===== src/hw/rtl/rnea_pkg.sv =====
package rnea_pkg;

    localparam int MASK_W = 9;

    localparam logic [1:0] ST_THINKING = 2'd0;
    localparam logic [1:0] ST_HUNGRY   = 2'd1;
    localparam logic [1:0] ST_EATING   = 2'd2;
    localparam logic [1:0] ST_GONE     = 2'd3;

    localparam logic [1:0] OP_REQUEST = 2'd0;
    localparam logic [1:0] OP_RELEASE = 2'd1;
    localparam logic [1:0] OP_ADD     = 2'd2;
    localparam logic [1:0] OP_REMOVE  = 2'd3;

    localparam logic [1:0] STS_DONE     = 2'd0;
    localparam logic [1:0] STS_LIMIT    = 2'd1;
    localparam logic [1:0] STS_INACTIVE = 2'd2;
    localparam logic [1:0] STS_BUSY     = 2'd3;

    localparam logic CFG_MIN_SEATS = 1'b0;
    localparam logic CFG_MAX_SEATS = 1'b1;

    localparam logic [3:0] MIN_SEATS_RST = 4'd4;
    localparam logic [3:0] MAX_SEATS_RST = 4'd9;

    typedef struct packed {
        logic [1:0] opcode;
        logic [3:0] seat;
    } t_in;

    typedef struct packed {
        logic [1:0]        status;
        logic [MASK_W-1:0] granted_mask;
        logic [MASK_W-1:0] eating_mask;
        logic [3:0]        active_count;
    } t_out;

    typedef struct packed {
        logic latch;
        logic exec;
        logic right;
        logic load;
    } t_cmd;

    typedef struct packed {
        logic release_go;
        logic out_free;
    } t_sts;

endpackage


===== src/hw/rtl/rnea_ctrl.sv =====
module rnea_ctrl (
    input  logic           i_clk,
    input  logic           i_rst_n,
    input  logic           i_in_valid,
    input  rnea_pkg::t_sts i_sts,
    output rnea_pkg::t_cmd o_cmd,
    output logic           o_in_stall
);
    import rnea_pkg::*;

    localparam logic [1:0] S_IDLE  = 2'd0;
    localparam logic [1:0] S_EXEC  = 2'd1;
    localparam logic [1:0] S_RIGHT = 2'd2;
    localparam logic [1:0] S_DONE  = 2'd3;

    logic [1:0] r_state;
    logic [1:0] n_state;

    always_comb begin
        n_state = r_state;
        o_cmd   = '0;
        case (r_state)
            S_IDLE: begin
                if (i_in_valid) begin
                    o_cmd.latch = 1'b1;
                    n_state     = S_EXEC;
                end
            end
            S_EXEC: begin
                o_cmd.exec = 1'b1;
                n_state    = i_sts.release_go ? S_RIGHT : S_DONE;
            end
            S_RIGHT: begin
                o_cmd.right = 1'b1;
                n_state     = S_DONE;
            end
            S_DONE: begin
                if (i_sts.out_free) begin
                    o_cmd.load = 1'b1;
                    n_state    = S_IDLE;
                end
            end
            default: n_state = S_IDLE;
        endcase
    end

    always_ff @(posedge i_clk) begin
        if (!i_rst_n) begin
            r_state <= S_IDLE;
        end else begin
            r_state <= n_state;
        end
    end

    assign o_in_stall = (r_state != S_IDLE);

endmodule


===== src/hw/rtl/rnea_dp.sv =====
module rnea_dp #(
    parameter int SEATS = 9
) (
    input  logic           i_clk,
    input  logic           i_rst_n,
    input  rnea_pkg::t_cmd i_cmd,
    output rnea_pkg::t_sts o_sts,
    input  rnea_pkg::t_in  i_in_data,
    input  logic           i_cfg_valid,
    input  logic           i_cfg_index,
    input  logic [3:0]     i_cfg_data,
    input  logic           i_out_stall,
    output logic           o_out_valid,
    output rnea_pkg::t_out o_out_data
);
    import rnea_pkg::*;

    localparam int IW = $clog2(SEATS);
    localparam int TW = $clog2(SEATS + 1);
    localparam int CW = (TW > 4) ? TW : 4;

    logic [1:0]        r_stat [SEATS];
    logic [1:0]        n_stat [SEATS];
    logic [TW-1:0]     r_total;
    logic [TW-1:0]     n_total;
    logic [3:0]        r_min;
    logic [3:0]        r_max;
    t_in               r_in;
    logic [1:0]        r_res;
    logic [1:0]        n_res;
    logic [MASK_W-1:0] r_grant;
    logic [MASK_W-1:0] n_grant;
    logic              r_out_valid;
    t_out              r_out;
    logic [MASK_W-1:0] eat_mask;

    logic          seat_ok;
    logic [IW-1:0] s;
    logic [IW-1:0] sl;
    logic [IW-1:0] sr;
    logic [IW-1:0] sll;
    logic [IW-1:0] srl;
    logic [IW-1:0] srr;

    function automatic logic [IW-1:0] left_of(input logic [IW-1:0] x,
                                              input logic [TW-1:0] t);
        logic [TW-1:0] tm;
        tm = t - 1'b1;
        return (x == '0) ? tm[IW-1:0] : x - 1'b1;
    endfunction

    function automatic logic [IW-1:0] right_of(input logic [IW-1:0] x,
                                               input logic [TW-1:0] t);
        logic [TW-1:0] xp;
        xp = TW'(x) + 1'b1;
        return (xp == t) ? '0 : xp[IW-1:0];
    endfunction

    function automatic logic [MASK_W-1:0] seat_bit(input logic [IW-1:0] x);
        logic [MASK_W-1:0] b;
        b = '0;
        for (int i = 0; i < MASK_W; i++) begin
            b[i] = (int'(x) == i);
        end
        return b;
    endfunction

    assign s       = r_in.seat[IW-1:0];
    assign seat_ok = CW'(r_in.seat) < CW'(r_total);
    assign sl      = left_of(s, r_total);
    assign sr      = right_of(s, r_total);
    assign sll     = left_of(sl, r_total);
    assign srl     = left_of(sr, r_total);
    assign srr     = right_of(sr, r_total);

    assign o_sts.release_go = (r_in.opcode == OP_RELEASE) && seat_ok;
    assign o_sts.out_free   = !r_out_valid || !i_out_stall;

    for (genvar g = 0; g < MASK_W; g++) begin : g_eat
        if (g < SEATS) begin : g_on
            assign eat_mask[g] = (r_stat[g] == ST_EATING);
        end else begin : g_off
            assign eat_mask[g] = 1'b0;
        end
    end

    always_comb begin
        n_stat  = r_stat;
        n_total = r_total;
        n_res   = r_res;
        n_grant = r_grant;
        if (i_cmd.latch) begin
            n_res   = STS_DONE;
            n_grant = '0;
        end
        if (i_cmd.exec) begin
            case (r_in.opcode)
                OP_REQUEST: begin
                    if (!seat_ok) begin
                        n_res = STS_INACTIVE;
                    end else if (r_stat[s] != ST_THINKING) begin
                        n_res = STS_BUSY;
                    end else if (r_stat[sl] != ST_EATING && r_stat[sr] != ST_EATING) begin
                        n_stat[s] = ST_EATING;
                        n_grant   = seat_bit(s);
                    end else begin
                        n_stat[s] = ST_HUNGRY;
                    end
                end
                OP_RELEASE: begin
                    if (!seat_ok) begin
                        n_res = STS_INACTIVE;
                    end else begin
                        n_stat[s] = ST_THINKING;
                        // left neighbor: its right side is the seat just freed
                        if (sl != s && r_stat[sl] == ST_HUNGRY &&
                            (sll == s || r_stat[sll] != ST_EATING)) begin
                            n_stat[sl] = ST_EATING;
                            n_grant    = seat_bit(sl);
                        end
                    end
                end
                OP_ADD: begin
                    if (CW'(r_total) >= CW'(r_max) || r_total >= TW'(SEATS)) begin
                        n_res = STS_LIMIT;
                    end else begin
                        n_stat[r_total[IW-1:0]] = ST_THINKING;
                        n_total                 = r_total + 1'b1;
                    end
                end
                OP_REMOVE: begin
                    if (CW'(r_total) <= CW'(r_min) || r_total == '0) begin
                        n_res = STS_LIMIT;
                    end else begin
                        n_total                 = r_total - 1'b1;
                        n_stat[n_total[IW-1:0]] = ST_GONE;
                    end
                end
                default: n_res = r_res;
            endcase
        end
        if (i_cmd.right) begin
            if (r_stat[sr] == ST_HUNGRY && r_stat[srl] != ST_EATING &&
                r_stat[srr] != ST_EATING) begin
                n_stat[sr] = ST_EATING;
                n_grant    = r_grant | seat_bit(sr);
            end
        end
    end

    always_ff @(posedge i_clk) begin
        if (!i_rst_n) begin
            for (int i = 0; i < SEATS; i++) begin
                r_stat[i] <= ST_GONE;
            end
            r_total     <= '0;
            r_min       <= MIN_SEATS_RST;
            r_max       <= MAX_SEATS_RST;
            r_out_valid <= 1'b0;
        end else begin
            r_stat  <= n_stat;
            r_total <= n_total;
            if (i_cfg_valid) begin
                if (i_cfg_index == CFG_MIN_SEATS) begin
                    r_min <= i_cfg_data;
                end else begin
                    r_max <= i_cfg_data;
                end
            end
            if (i_cmd.load) begin
                r_out_valid <= 1'b1;
            end else if (!i_out_stall) begin
                r_out_valid <= 1'b0;
            end
        end
    end

    always_ff @(posedge i_clk) begin
        if (i_cmd.latch) begin
            r_in <= i_in_data;
        end
        r_res   <= n_res;
        r_grant <= n_grant;
        if (i_cmd.load) begin
            r_out.status       <= r_res;
            r_out.granted_mask <= r_grant;
            r_out.eating_mask  <= eat_mask;
            r_out.active_count <= 4'(r_total);
        end
    end

    assign o_out_valid = r_out_valid;
    assign o_out_data  = r_out;

endmodule


===== src/hw/rtl/ring_neighbor_exclusion_arbiter.sv =====
// Flow: the input beat is latched, then the operation executes; a release of an active
// seat tests the left and right neighbors in turn. The result waits for a free output register;
// the controller holds the input stalled until the result is in the output register,
// so a new beat is not accepted while one is in progress.
// Reset (synchronous, active low): all seats gone, count zero,
// min_seats 4, max_seats 9, no result pending.
module ring_neighbor_exclusion_arbiter #(
    parameter int SEATS = 9
) (
    input  logic           i_clk,
    input  logic           i_rst_n,
    input  logic           i_in_valid,
    output logic           o_in_stall,
    input  rnea_pkg::t_in  i_in_data,
    output logic           o_out_valid,
    input  logic           i_out_stall,
    output rnea_pkg::t_out o_out_data,
    input  logic           i_cfg_valid,
    output logic           o_cfg_ready,
    input  logic           i_cfg_index,
    input  logic [3:0]     i_cfg_data
);
    import rnea_pkg::*;

    t_cmd cmd;
    t_sts sts;

    assign o_cfg_ready = 1'b1;

    rnea_ctrl u_ctrl (
        .i_clk      (i_clk),
        .i_rst_n    (i_rst_n),
        .i_in_valid (i_in_valid),
        .i_sts      (sts),
        .o_cmd      (cmd),
        .o_in_stall (o_in_stall)
    );

    rnea_dp #(
        .SEATS (SEATS)
    ) u_dp (
        .i_clk       (i_clk),
        .i_rst_n     (i_rst_n),
        .i_cmd       (cmd),
        .o_sts       (sts),
        .i_in_data   (i_in_data),
        .i_cfg_valid (i_cfg_valid),
        .i_cfg_index (i_cfg_index),
        .i_cfg_data  (i_cfg_data),
        .i_out_stall (i_out_stall),
        .o_out_valid (o_out_valid),
        .o_out_data  (o_out_data)
    );

endmodule


===== config.mk =====
export PLATFORM = sky130hd
export DESIGN_NAME = ring_neighbor_exclusion_arbiter
export DESIGN_NICKNAME = d
export VERILOG_FILES = /design/src/hw/rtl/rnea_pkg.sv /design/src/hw/rtl/rnea_ctrl.sv /design/src/hw/rtl/rnea_dp.sv /design/src/hw/rtl/ring_neighbor_exclusion_arbiter.sv
export SDC_FILE = /design/constraint.sdc
export NUM_CORES = 1
export LEC_CHECK = 0
export ABC_AREA = 1
export BUFFER_PORTS_ARGS = -buffer_cell sky130_fd_sc_hd__clkbuf_2
export CAP_MARGIN = 10
export CELL_PAD_IN_SITES_DETAIL_PLACEMENT = 0
export CELL_PAD_IN_SITES_GLOBAL_PLACEMENT = 1
export CORE_ASPECT_RATIO = 0.6
export CORE_UTILIZATION = 35
export DETAILED_ROUTE_END_ITERATION = 16
export GPL_ROUTABILITY_DRIVEN = 0
export PLACE_DENSITY = 0.73
export SLEW_MARGIN = 10
export SYNTH_ARGS = -nofsm -noshare
export SYNTH_HDL_FRONTEND = slang
export SYNTH_SLANG_ARGS = --single-unit

===== constraint.sdc =====
create_clock -name i_clk -period 10.83 [get_ports i_clk]
set_input_delay 2.166 -clock i_clk [delete_from_list [all_inputs] [get_ports i_clk]]
set_output_delay 2.166 -clock i_clk [all_outputs]
set_load 0.01 [all_outputs]

==> results of run 1 <==
-- flip-flops by register name (all words and copies together), names as in the netlist --
register          flops
u_dp.r_res            2
u_dp.r_total          4
u_dp.o_out_data      24
u_ctrl.r_state        2
u_dp.s                4
u_dp.r_grant          9
u_dp.r_min            4
u_dp.r_max            4
u_dp.r_stat          18
u_dp.o_out_valid      1
u_dp.r_in             2
-- kinds of logic (layout without fill, tap and decap cells) --
logic type | Yosys count | count (layout) | synth area share [%]
AOI/OAI and AO/OA | 177 | 177 | 15.7
xor gates and xnor gates | 3 | 3 | 0.395
adders and majority gates | 33 | 33 | 6.20
buffers and inverters | 165 | 188 | 10.1
DFF | 74 | 74 | 26.8
other | 1 | 1 | 0.0563
and+or+nand+nor | 636 | 636 | 40.7
-- placed cells by master (no fill, tap or decap), types with 3 or more instances in the layout --
master,synthesis,layout
o211ai_1,24,24
nor3_1,4,4
o21ai_1,5,5
o311ai_0,4,4
dfxtp_1,44,44
inv_2,6,6
nand2_1,347,347
clkinv_1,3,5
clkbuf_16,0,9
o21ai_2,6,6
a211oi_1,5,5
edfxtp_1,30,30
o21a_1,4,4
o22ai_1,3,3
nand4_1,20,20
buf_4,8,4
o21bai_1,8,8
nand2_2,8,8
nand3b_1,7,7
ha_1,33,33
o21ai_0,59,59
nor2_1,112,112
a21oi_1,54,53
inv_1,118,118
nand3_1,124,124
nand2_4,3,3
clkbuf_2,1,41
-- layer usage --
metal	vias up	part of all wire (%)	GRT usage, %
met5	-	0	0
met4	0	0.93	6.11
met3	20	13	10.9
met2	355	35	35.1
met1	3411	51	43.2
li1	3627	-	-
-- report_power, final --
group	internal, mW	switching, mW	total [mW]
Combinational	0.315	0.804	1.12
Sequential	0.368	0.104	0.472
Clock	0.206	0.130	0.336
-- through the flow --
| stage | setup WS, ps | total power, mW | cells | hold slack, ps | util (%) |
|---|---|---|---|---|---|
| 2_1_floorplan | 7030 | 1.22 | 1089 | 408 | - |
| 3_3_place_gp | 6300 | 1.55 | 1336 | 419 | 38.2 |
| 3_5_place_dp | 6080 | 1.55 | 1336 | 420 | 38.2 |
| 4_1_cts | 6050 | 1.89 | 1352 | 435 | 39.9 |
| 5_1_grt | 5560 | 2.07 | 1352 | 446 | 39.9 |
| 6_report | 5990 | 1.93 | 1352 | 433 | 39.9 |
-- final cells by class --
| cell class | count | area share [%] |
|---|---|---|
| Multi-Input combinational cell | 850 | 57.5 |
| Clock inverter | 6 | 1.08 |
| Sequential cell | 74 | 24.3 |
| Inverter | 127 | 6.51 |
| Clock buffer | 10 | 3.26 |
| Timing Repair Buffer | 45 | 3.21 |
| Tap cell | 240 | 4.10 |
-- worst min-delay path by stage --
stage                     endpoint  slack [ps]  cells past startpoint
2_1_floorplan  u_dp.o_out_data[20]         410                      0
3_3_place_gp   u_dp.o_out_data[22]         420                      0
3_5_place_dp   u_dp.o_out_data[22]         420                      0
4_1_cts        u_dp.o_out_data[22]         430                      0
5_1_grt        u_dp.o_out_data[22]         450                      0
6_report       u_dp.o_out_data[22]         430                      0
==> flow_summary.yaml, run 1 <==
cells_and_area:
  fill_cells: 2042
  seqCellArea_um2: 1780
  insertedDiodeCount: 0
  multi_input_comb_area_um2: 4210
  syn_to_final_growth_pct: 10.0
  nNetsFinal: 1156
  final_cell_area_um2: 7330
  drive_gt1_share_pct: 8.18
critical_path:
  cp-endpoint: "u_dp.r_stat[16]"
  crit_cells: 20
  critPathBufInv: 2
  crit_path_frequent_cell: "nand2_1"
  rr_worst_depth: 20
  worstPathRequired_ps: 11070
  critPathCaptureType: "flop"
  critical_path_arrival_ps: 5080
  r2r-start: "u_dp.s[0]"
  critPathTopFamily: "simple AND/OR/NAND/NOR gates"
  crit_type: "flop to flop"
  crit_chain: "inv_2 > ha_1 > a21oi_1 > nand2_1 > nor2_1 > nand2_2 > nand2_2 > inv_1 > ha_1 > xnor2_1 > a21oi_1 > nand3_2 > nand2_1 > o21ai_0 > nand3_1 > nand3_1 > nand3_2 > nand3_1 > nand2_1 > nand2_1"
  crit_path_top_delay_cell: "edfxtp_1"
  worstPathMaxFanout: 29
  r2r-end: "u_dp.r_stat[16]"
  critPathLaunchType: "flop"
  critPathLaunch: "u_dp.s[0]"
  r2r_slack_ps: 5990
  crit_path_max_incr_delay_ps: 560
global_route:
  grt_pass1_wl_um: 40700
  antenna_found_initial: 0
  grt_overflow: 0
  grt_pass1_vias: 6598
  grt_max_degree: 30
  grt_usage_pct: 28.1
synthesis:
  synthCells: 1089
  ys_types: 45
  synth-edff-count: 30
  synth_area_um2: 6660
  ys_ff_latch: 74
  synth.area.top_cells: "nand2_1 (20%), edfxtp_1 (14%), dfxtp_1 (13%)"
  yosys_warnings: 0
  syn_nets: 1138
  avgSynthCellArea_um2: 6.11
  synth-seq-area-share_pct: 26.8
  synth_top_flop_cell: "dfxtp_1"
  yosysMostFrequentCell: "nand2_1"
  synth_common_cells: "nand2_1 (347), nand3_1 (124), inv_1 (118)"
  async_reset_ff_share_pct: 0
  synth_top_cell_by_area: "nand2_1"
  netlist.area_leader.share_pct: 19.6
die:
  fp.dieH_um: 109
  initial_core_util_pct: 36.3
  dieArea_um2: 19600
  rows: 38
  die_w_um: 180
  core_area_um2: 18400
  pin_count: 43
route:
  drt-initial-drc-count: 1083
  ant_nets: 0
  via_count: 7413
  wl_per_cell_um: 19.6
  avgViaCountPerCell: 5.48
  wl_um: 26500
  drtPass1Iterations: 5
  drc: 0
clock_network:
  cts_tree: "built"
  clock_latency_ps: 370
  cts.clk_slew.worst_paths_ps: 60
  cts_buffer_depth: 2
  postCtsSetupRepairBufs: 0
  cts_made_buffers: 9
  cts.repair.resized: 0
  cts.htree.levels: 3
  cts-root-buf: "clkbuf_16"
  ctsHoldBuffers: 0
  clock_sinks: 74
sta:
  max_slew_margin_pct: 29.0
  hold_viol: 0
  finClkSkew_ps: 9.12
  maxSlewViolCount: 0
  tightest_slew_ps: 1060
  fmax_ghz: 0.207
  fin_crit_sh_pct: 44.7
  setup_viol: 0
  tns_ps: 0
  period_needed_ps: 4840
  rsz0062_at_grt: "no"
placement:
  io_buffers: 41
  hpwl_um: 20500
  place_area_um2: 7010
outcome:
  outcome: "finished, final reports clean"
hold_path:
  hp-class: "flop to flop"
  min_from: "u_dp.r_res[0]"
flow_run:
  cap_violations: 0
power_and_ir_drop:
  p_per_area_nw_per_um2: 263
  irDropWorstVdd_v: 0.000128
  p_leak_nw: 3.63
Power figures use the tool's default switching activity.
==> run 2, diff against run 1 <==
- ABC_AREA: 1 -> 0
- PLACE_DENSITY: 0.73 -> 0.72
- clock period: 10.83 -> 4 ns (I/O delays scaled with it)
==> flow_summary.yaml, run 2 <==
critical_path:
  rr_worst_depth: 20
  crit_path_max_incr_delay_ps: 460
  critPathLaunchType: "flop"
  crit_path_top_delay_cell: "edfxtp_1"
  critPathBufInv: 5
  crit_type: "flop to flop"
  critPathCaptureType: "flop"
  crit_chain: "buf_12 > clkinv_8 > ha_4 > nor3b_4 > mux2i_2 > inv_2 > ha_4 > xor2_2 > a221o_1 > a22oi_2 > buf_4 > nor2_1 > a32oi_1 > o32ai_2 > nor4_4 > buf_6 > nor4_1 > a21oi_1 > nand2_1 > a311o_1"
  critPathTopFamily: "compound AO/OA/AOI/OAI gates"
  critical_path_arrival_ps: 4450
  worstPathRequired_ps: 4250
  worstPathMaxFanout: 7
  crit_path_frequent_cell: "ha_4"
  r2r-end: "u_dp.r_grant[0]"
  r2r-start: "u_dp.s[0]"
  r2r_slack_ps: -200
sta:
  tightest_slew_ps: 1000
  finClkSkew_ps: 8.59
  setup_viol: 26
  setup_slack_ps: -196
  fin_crit_sh_pct: 105
  whs_ps: 437
  fmax_ghz: 0.238
  hold_viol: 0
  rsz0062_at_grt: "yes"
  period_needed_ps: 4200
  max_slew_margin_pct: 32.6
  maxSlewViolCount: 0
route:
  drc: 0
  wl_per_cell_um: 23.7
  via_count: 8454
  drtPass1Iterations: 6
  avgViaCountPerCell: 6.29
  ant_nets: 0
  drt-initial-drc-count: 1377
  wl_um: 31900
die:
  initial_core_util_pct: 35.8
  fp.dieH_um: 113
  pin_count: 43
  core_area_um2: 20000
  die_w_um: 187
  dieArea_um2: 21100
  rows: 40
synthesis:
  ys_types: 102
  synth_common_cells: "a21oi_1 (94), nand2_1 (93), nor2_1 (77)"
  syn_nets: 985
  yosysMostFrequentCell: "a21oi_1"
  synth_top_cell_by_area: "edfxtp_1"
  synth.area.top_cells: "edfxtp_1 (13%), dfxtp_1 (12%), a21oi_1 (6.6%)"
  ys_ff_latch: 74
  avgSynthCellArea_um2: 7.65
  synthCells: 936
  synth-edff-count: 30
  yosys_warnings: 0
  synth-seq-area-share_pct: 24.9
  synth_area_um2: 7160
  netlist.area_leader.share_pct: 12.6
  synth_top_flop_cell: "dfxtp_1"
  async_reset_ff_share_pct: 0
clock_network:
  ctsHoldBuffers: 0
  clock_sinks: 74
  cts.htree.levels: 3
  cts.clk_slew.worst_paths_ps: 70
  clock_latency_ps: 370
  cts_tree: "built"
  cts_buffer_depth: 2
  cts_made_buffers: 9
  cts-root-buf: "clkbuf_16"
hold_path:
  hp-class: "flop to flop"
  min_from: "u_dp.r_res[1]"
  hold_path_depth: 0
  min_to: "u_dp.o_out_data[23]"
outcome:
  failed_checks: "setup timing"
  outcome: "finished with violations"
cells_and_area:
  nNetsFinal: 1116
  drive_gt1_share_pct: 28.5
  fill_cells: 1998
  largest_register_ffs: 24
  multi_input_comb_area_um2: 5290
  seqCellArea_um2: 1780
  final_common_cell: "buf_4"
  syn_to_final_growth_pct: 29.4
  most-common-layout-cells: "buf_4 (135), a21oi_1 (87), nand2_1 (86)"
  insertedDiodeCount: 0
  post-route-util_pct: 46.3
global_route:
  grt_max_degree: 38
  grt_usage_pct: 29.7
  grt_pass1_vias: 7305
  grt_pass1_wl_um: 46600
  antenna_found_initial: 0
  grt_overflow: 0
power_and_ir_drop:
  irDropWorstVdd_v: 0.000398
  p_per_area_nw_per_um2: 727
  total_power_mw: 6.74
  p_leak_nw: 3.68
flow_run:
  cap_violations: 0
placement:
  hpwl_um: 24300
  io_buffers: 41
==> run 2: layer usage <==
metal | vias up | wire length, um | track usage, %
met5 | - | 0 | 0
met4 | 0 | 543 | 6.61
met3 | 52 | 5190 | 14.7
met2 | 629 | 11200 | 35.6
met1 | 3984 | 14900 | 44.9
li1 | 3789 | - | -
==> run 2: cell families (layout without fill, tap and decap cells) <==
group / count (synthesis) / after routing / share of synthesized area (%)
mux: 15 / 15 / 2.59
flops: 74 / 74 / 24.9
xor+xnor: 22 / 22 / 3.13
compound gates: 333 / 333 / 32.1
simple gates: 339 / 340 / 24.2
other cells: 1 / 1 / 0.0524
buf+inv: 119 / 254 / 7.30
fa+ha+maj: 33 / 33 / 5.76
==> run 2: power breakdown <==
part	internal (mW)	switching, mW	leakage (nW)
combinational	1.79	2.91	2.89
sequential	0.975	0.214	0.641
clock	0.501	0.357	0.149
==> run 2: metrics by stage <==
stage,cells,area [um2],worst slack (ps),TNS (ps)
2_1_floorplan,936,7290,-213,-2800
6_report,1345,9270,-196,-2120
5_1_grt,1345,9270,-292,-6350
3_3_place_gp,1313,8470,-311,-4870
3_5_place_dp,1313,8470,-314,-4850
4_1_cts,1339,8980,-22.8,-74.3
==> run 2: how the worst max path moves through the flow <==
stage          slack [ps]  depth (start not counted)         endpoint       from
2_1_floorplan        -210                         20  u_dp.r_grant[0]  u_dp.s[0]
3_3_place_gp         -310                         16  u_dp.r_grant[0]  u_dp.s[0]
3_5_place_dp         -310                         17  u_dp.r_grant[0]  u_dp.s[0]
5_1_grt              -290                         18  u_dp.r_grant[0]  u_dp.s[1]
4_1_cts               -20                         18  u_dp.r_grant[0]  u_dp.s[0]
6_report             -200                         20  u_dp.r_grant[0]  u_dp.s[0]
==> run 2: repair_timing <==
item	4_1_cts	5_1_grt
buffers inserted	9	7
pin swaps	14	36
cloned	1	0
gates resized for setup	24	55
hold endpoints to repair	0	0
setup endpoints to repair	26	27
==> run 2: cell type report <==
cell class	instances	area share (%)
Multi-Input combinational cell	744	57.0
Inverter	53	2.31
Tap cell	273	3.68
Timing Repair Buffer	185	14.5
Sequential cell	74	19.2
Clock buffer	10	2.58
Clock inverter	6	0.702
==> run 3, diff against run 2 <==
- CORE_UTILIZATION: 35 -> 25
- PLACE_DENSITY: 0.72 -> 0.61
==> flow_summary.yaml, run 3 (synthesis results as in run 2) <==
sta:
  max_slew_margin_pct: 29.4
  rsz0062_at_grt: "yes"
  tightest_slew_ps: 1060
  period_needed_ps: 4120
  setup_slack_ps: -119
  maxSlewViolCount: 0
  fin_crit_sh_pct: 103
  finClkSkew_ps: 12.0
  fmax_ghz: 0.243
  setup_viol: 20
  hold_viol: 0
power_and_ir_drop:
  irDropWorstVdd_v: 0.000252
  power_frac_clock_pct: 11.2
  p_per_area_nw_per_um2: 727
  power_frac_seq_pct: 16.8
  power.share.combinational_pct: 72.0
  p_int_mw: 3.35
  p_leak_nw: 3.79
  netSwitchingFraction_pct: 52.2
  power.switching_mw: 3.65
die:
  dieArea_um2: 29400
  fp.dieH_um: 133
  initial_core_util_pct: 25.7
  pin_count: 43
  die_w_um: 221
  core_area_um2: 27900
  rows: 47
critical_path:
  crit_cells: 17
  critPathLaunchType: "flop"
  crit_chain: "buf_6 > buf_4 > nand3_2 > xor2_2 > a21oi_4 > ha_4 > xor2_2 > o41ai_2 > a41oi_2 > o2111ai_2 > o2111a_2 > nor4bb_4 > nand4_4 > buf_6 > nor3_1 > buf_4 > o21ai_1"
  critPathBufInv: 4
  crit_path_top_delay_cell: "edfxtp_1"
  crit_path_max_incr_delay_ps: 460
  rr_worst_depth: 17
  crit_type: "flop to flop"
  worstPathRequired_ps: 4260
  critical_path_arrival_ps: 4380
  critPathCaptureType: "flop"
  worstPathMaxFanout: 9
  critPathTopFamily: "compound AO/OA/AOI/OAI gates"
clock_network:
  cts.clk_slew.worst_paths_ps: 70
  cts_made_buffers: 9
  cts_buffer_depth: 2
  ctsHoldBuffers: 0
  clock_latency_ps: 380
  clock_sinks: 74
  cts.htree.levels: 3
  cts-root-buf: "clkbuf_16"
  cts_tree: "built"
cells_and_area:
  insertedDiodeCount: 0
  nNetsFinal: 1127
  largest_register_ffs: 24
  drive_gt1_share_pct: 29.7
  most-common-layout-cells: "buf_4 (134), a21oi_1 (88), nand2_1 (85)"
  final_common_cell: "buf_4"
  seqCellArea_um2: 1780
  fill_cells: 2961
  multi_input_comb_area_um2: 5410
  post-route-util_pct: 34.6
  syn_to_final_growth_pct: 34.5
flow_run:
  cap_violations: 0
route:
  ant_nets: 0
  avgViaCountPerCell: 5.84
  drt-initial-drc-count: 1040
  wl_um: 34900
  via_count: 8464
  wl_per_cell_um: 24.1
  drtPass1Iterations: 14
  drc: 1
global_route:
  antenna_found_initial: 1
  grt_overflow: 0
  grt_usage_pct: 23.7
  grt_pass1_wl_um: 50600
  grt_pass1_vias: 7680
  grt_max_degree: 38
hold_path:
  hold_path_depth: 0
  hp-class: "flop to flop"
outcome:
  failed_checks: "DRC, setup timing"
  outcome: "finished with violations"
placement:
  io_buffers: 41
  pre_cts_slack_ps: -221
  hpwl_um: 26800
==> run 3: through the flow <==
step                TNS, ps  hold WS (ps)  power [mW]  area (um2)  cells
finish                 -934           452        7.00        9630   1450
global route          -3890           472        7.29        9630   1450
CTS                   -58.5           453        6.53        9200   1444
detailed placement    -4210           428        5.51        8670   1418
global placement      -2410           431        5.55        8670   1418
floorplan             -2800           408        3.66        7290    936
==> run 3: path summary, 6_finish.rpt <==
path | startpoint | endpoint | slack (ps)
hold reg to reg | u_dp.r_res[1] | u_dp.o_out_data[23] | 450
setup / recovery | u_dp.s[1] | u_dp.r_stat[2] | -120
hold / removal | u_dp.r_res[1] | u_dp.o_out_data[23] | 450
setup reg to reg | u_dp.s[1] | u_dp.r_stat[2] | -120
==> run 3: routing by layer <==
metal  wire, um  part of all wire, %  track usage, %  vias up
met3       5240                   15            11.5       47
met1      16900                   48            36.7     4042
met4        575                  1.6            5.29        0
met2      12200                   35            27.8      559
li1           -                    -               -     3816
met5          0                    0               0        -
==> run 3: power groups by stage <==
stage	combinational [mW]	sequential, mW	clock, mW
floorplan	2.54	1.12	0
global placement	4.37	1.18	0
detailed placement	4.33	1.18	0
CTS	4.56	1.16	0.815
global route	5.28	1.19	0.829
finish	5.04	1.17	0.787
==> run 3: worst register-to-register path: stages, from the launching register on <==
cell	delay (ps)
edfxtp_1	460
buf_6	160
buf_4	170
nand3_2	120
xor2_2	420
a21oi_4	140
ha_4	310
xor2_2	140
o41ai_2	90
a41oi_2	250
o2111ai_2	200
o2111a_2	310
nor4bb_4	310
nand4_4	270
buf_6	230
nor3_1	180
buf_4	180
o21ai_1	60
==> run 3: final cells by class <==
cell class / instances / area share, %
multi-input combinational: 744 / 56.1
sequential: 74 / 18.5
timing repair buffer: 196 / 15.6
tap: 367 / 4.77
clock buffer: 12 / 2.56
inverter: 53 / 2.26
clock inverter: 4 / 0.195
==> run 3: repair_timing <==
action	in CTS	in global routing
pin swaps	17	22
gates resized for setup	36	73
endpoints found under the setup margin	27	27
cloned	1	3
buffers inserted	10	5
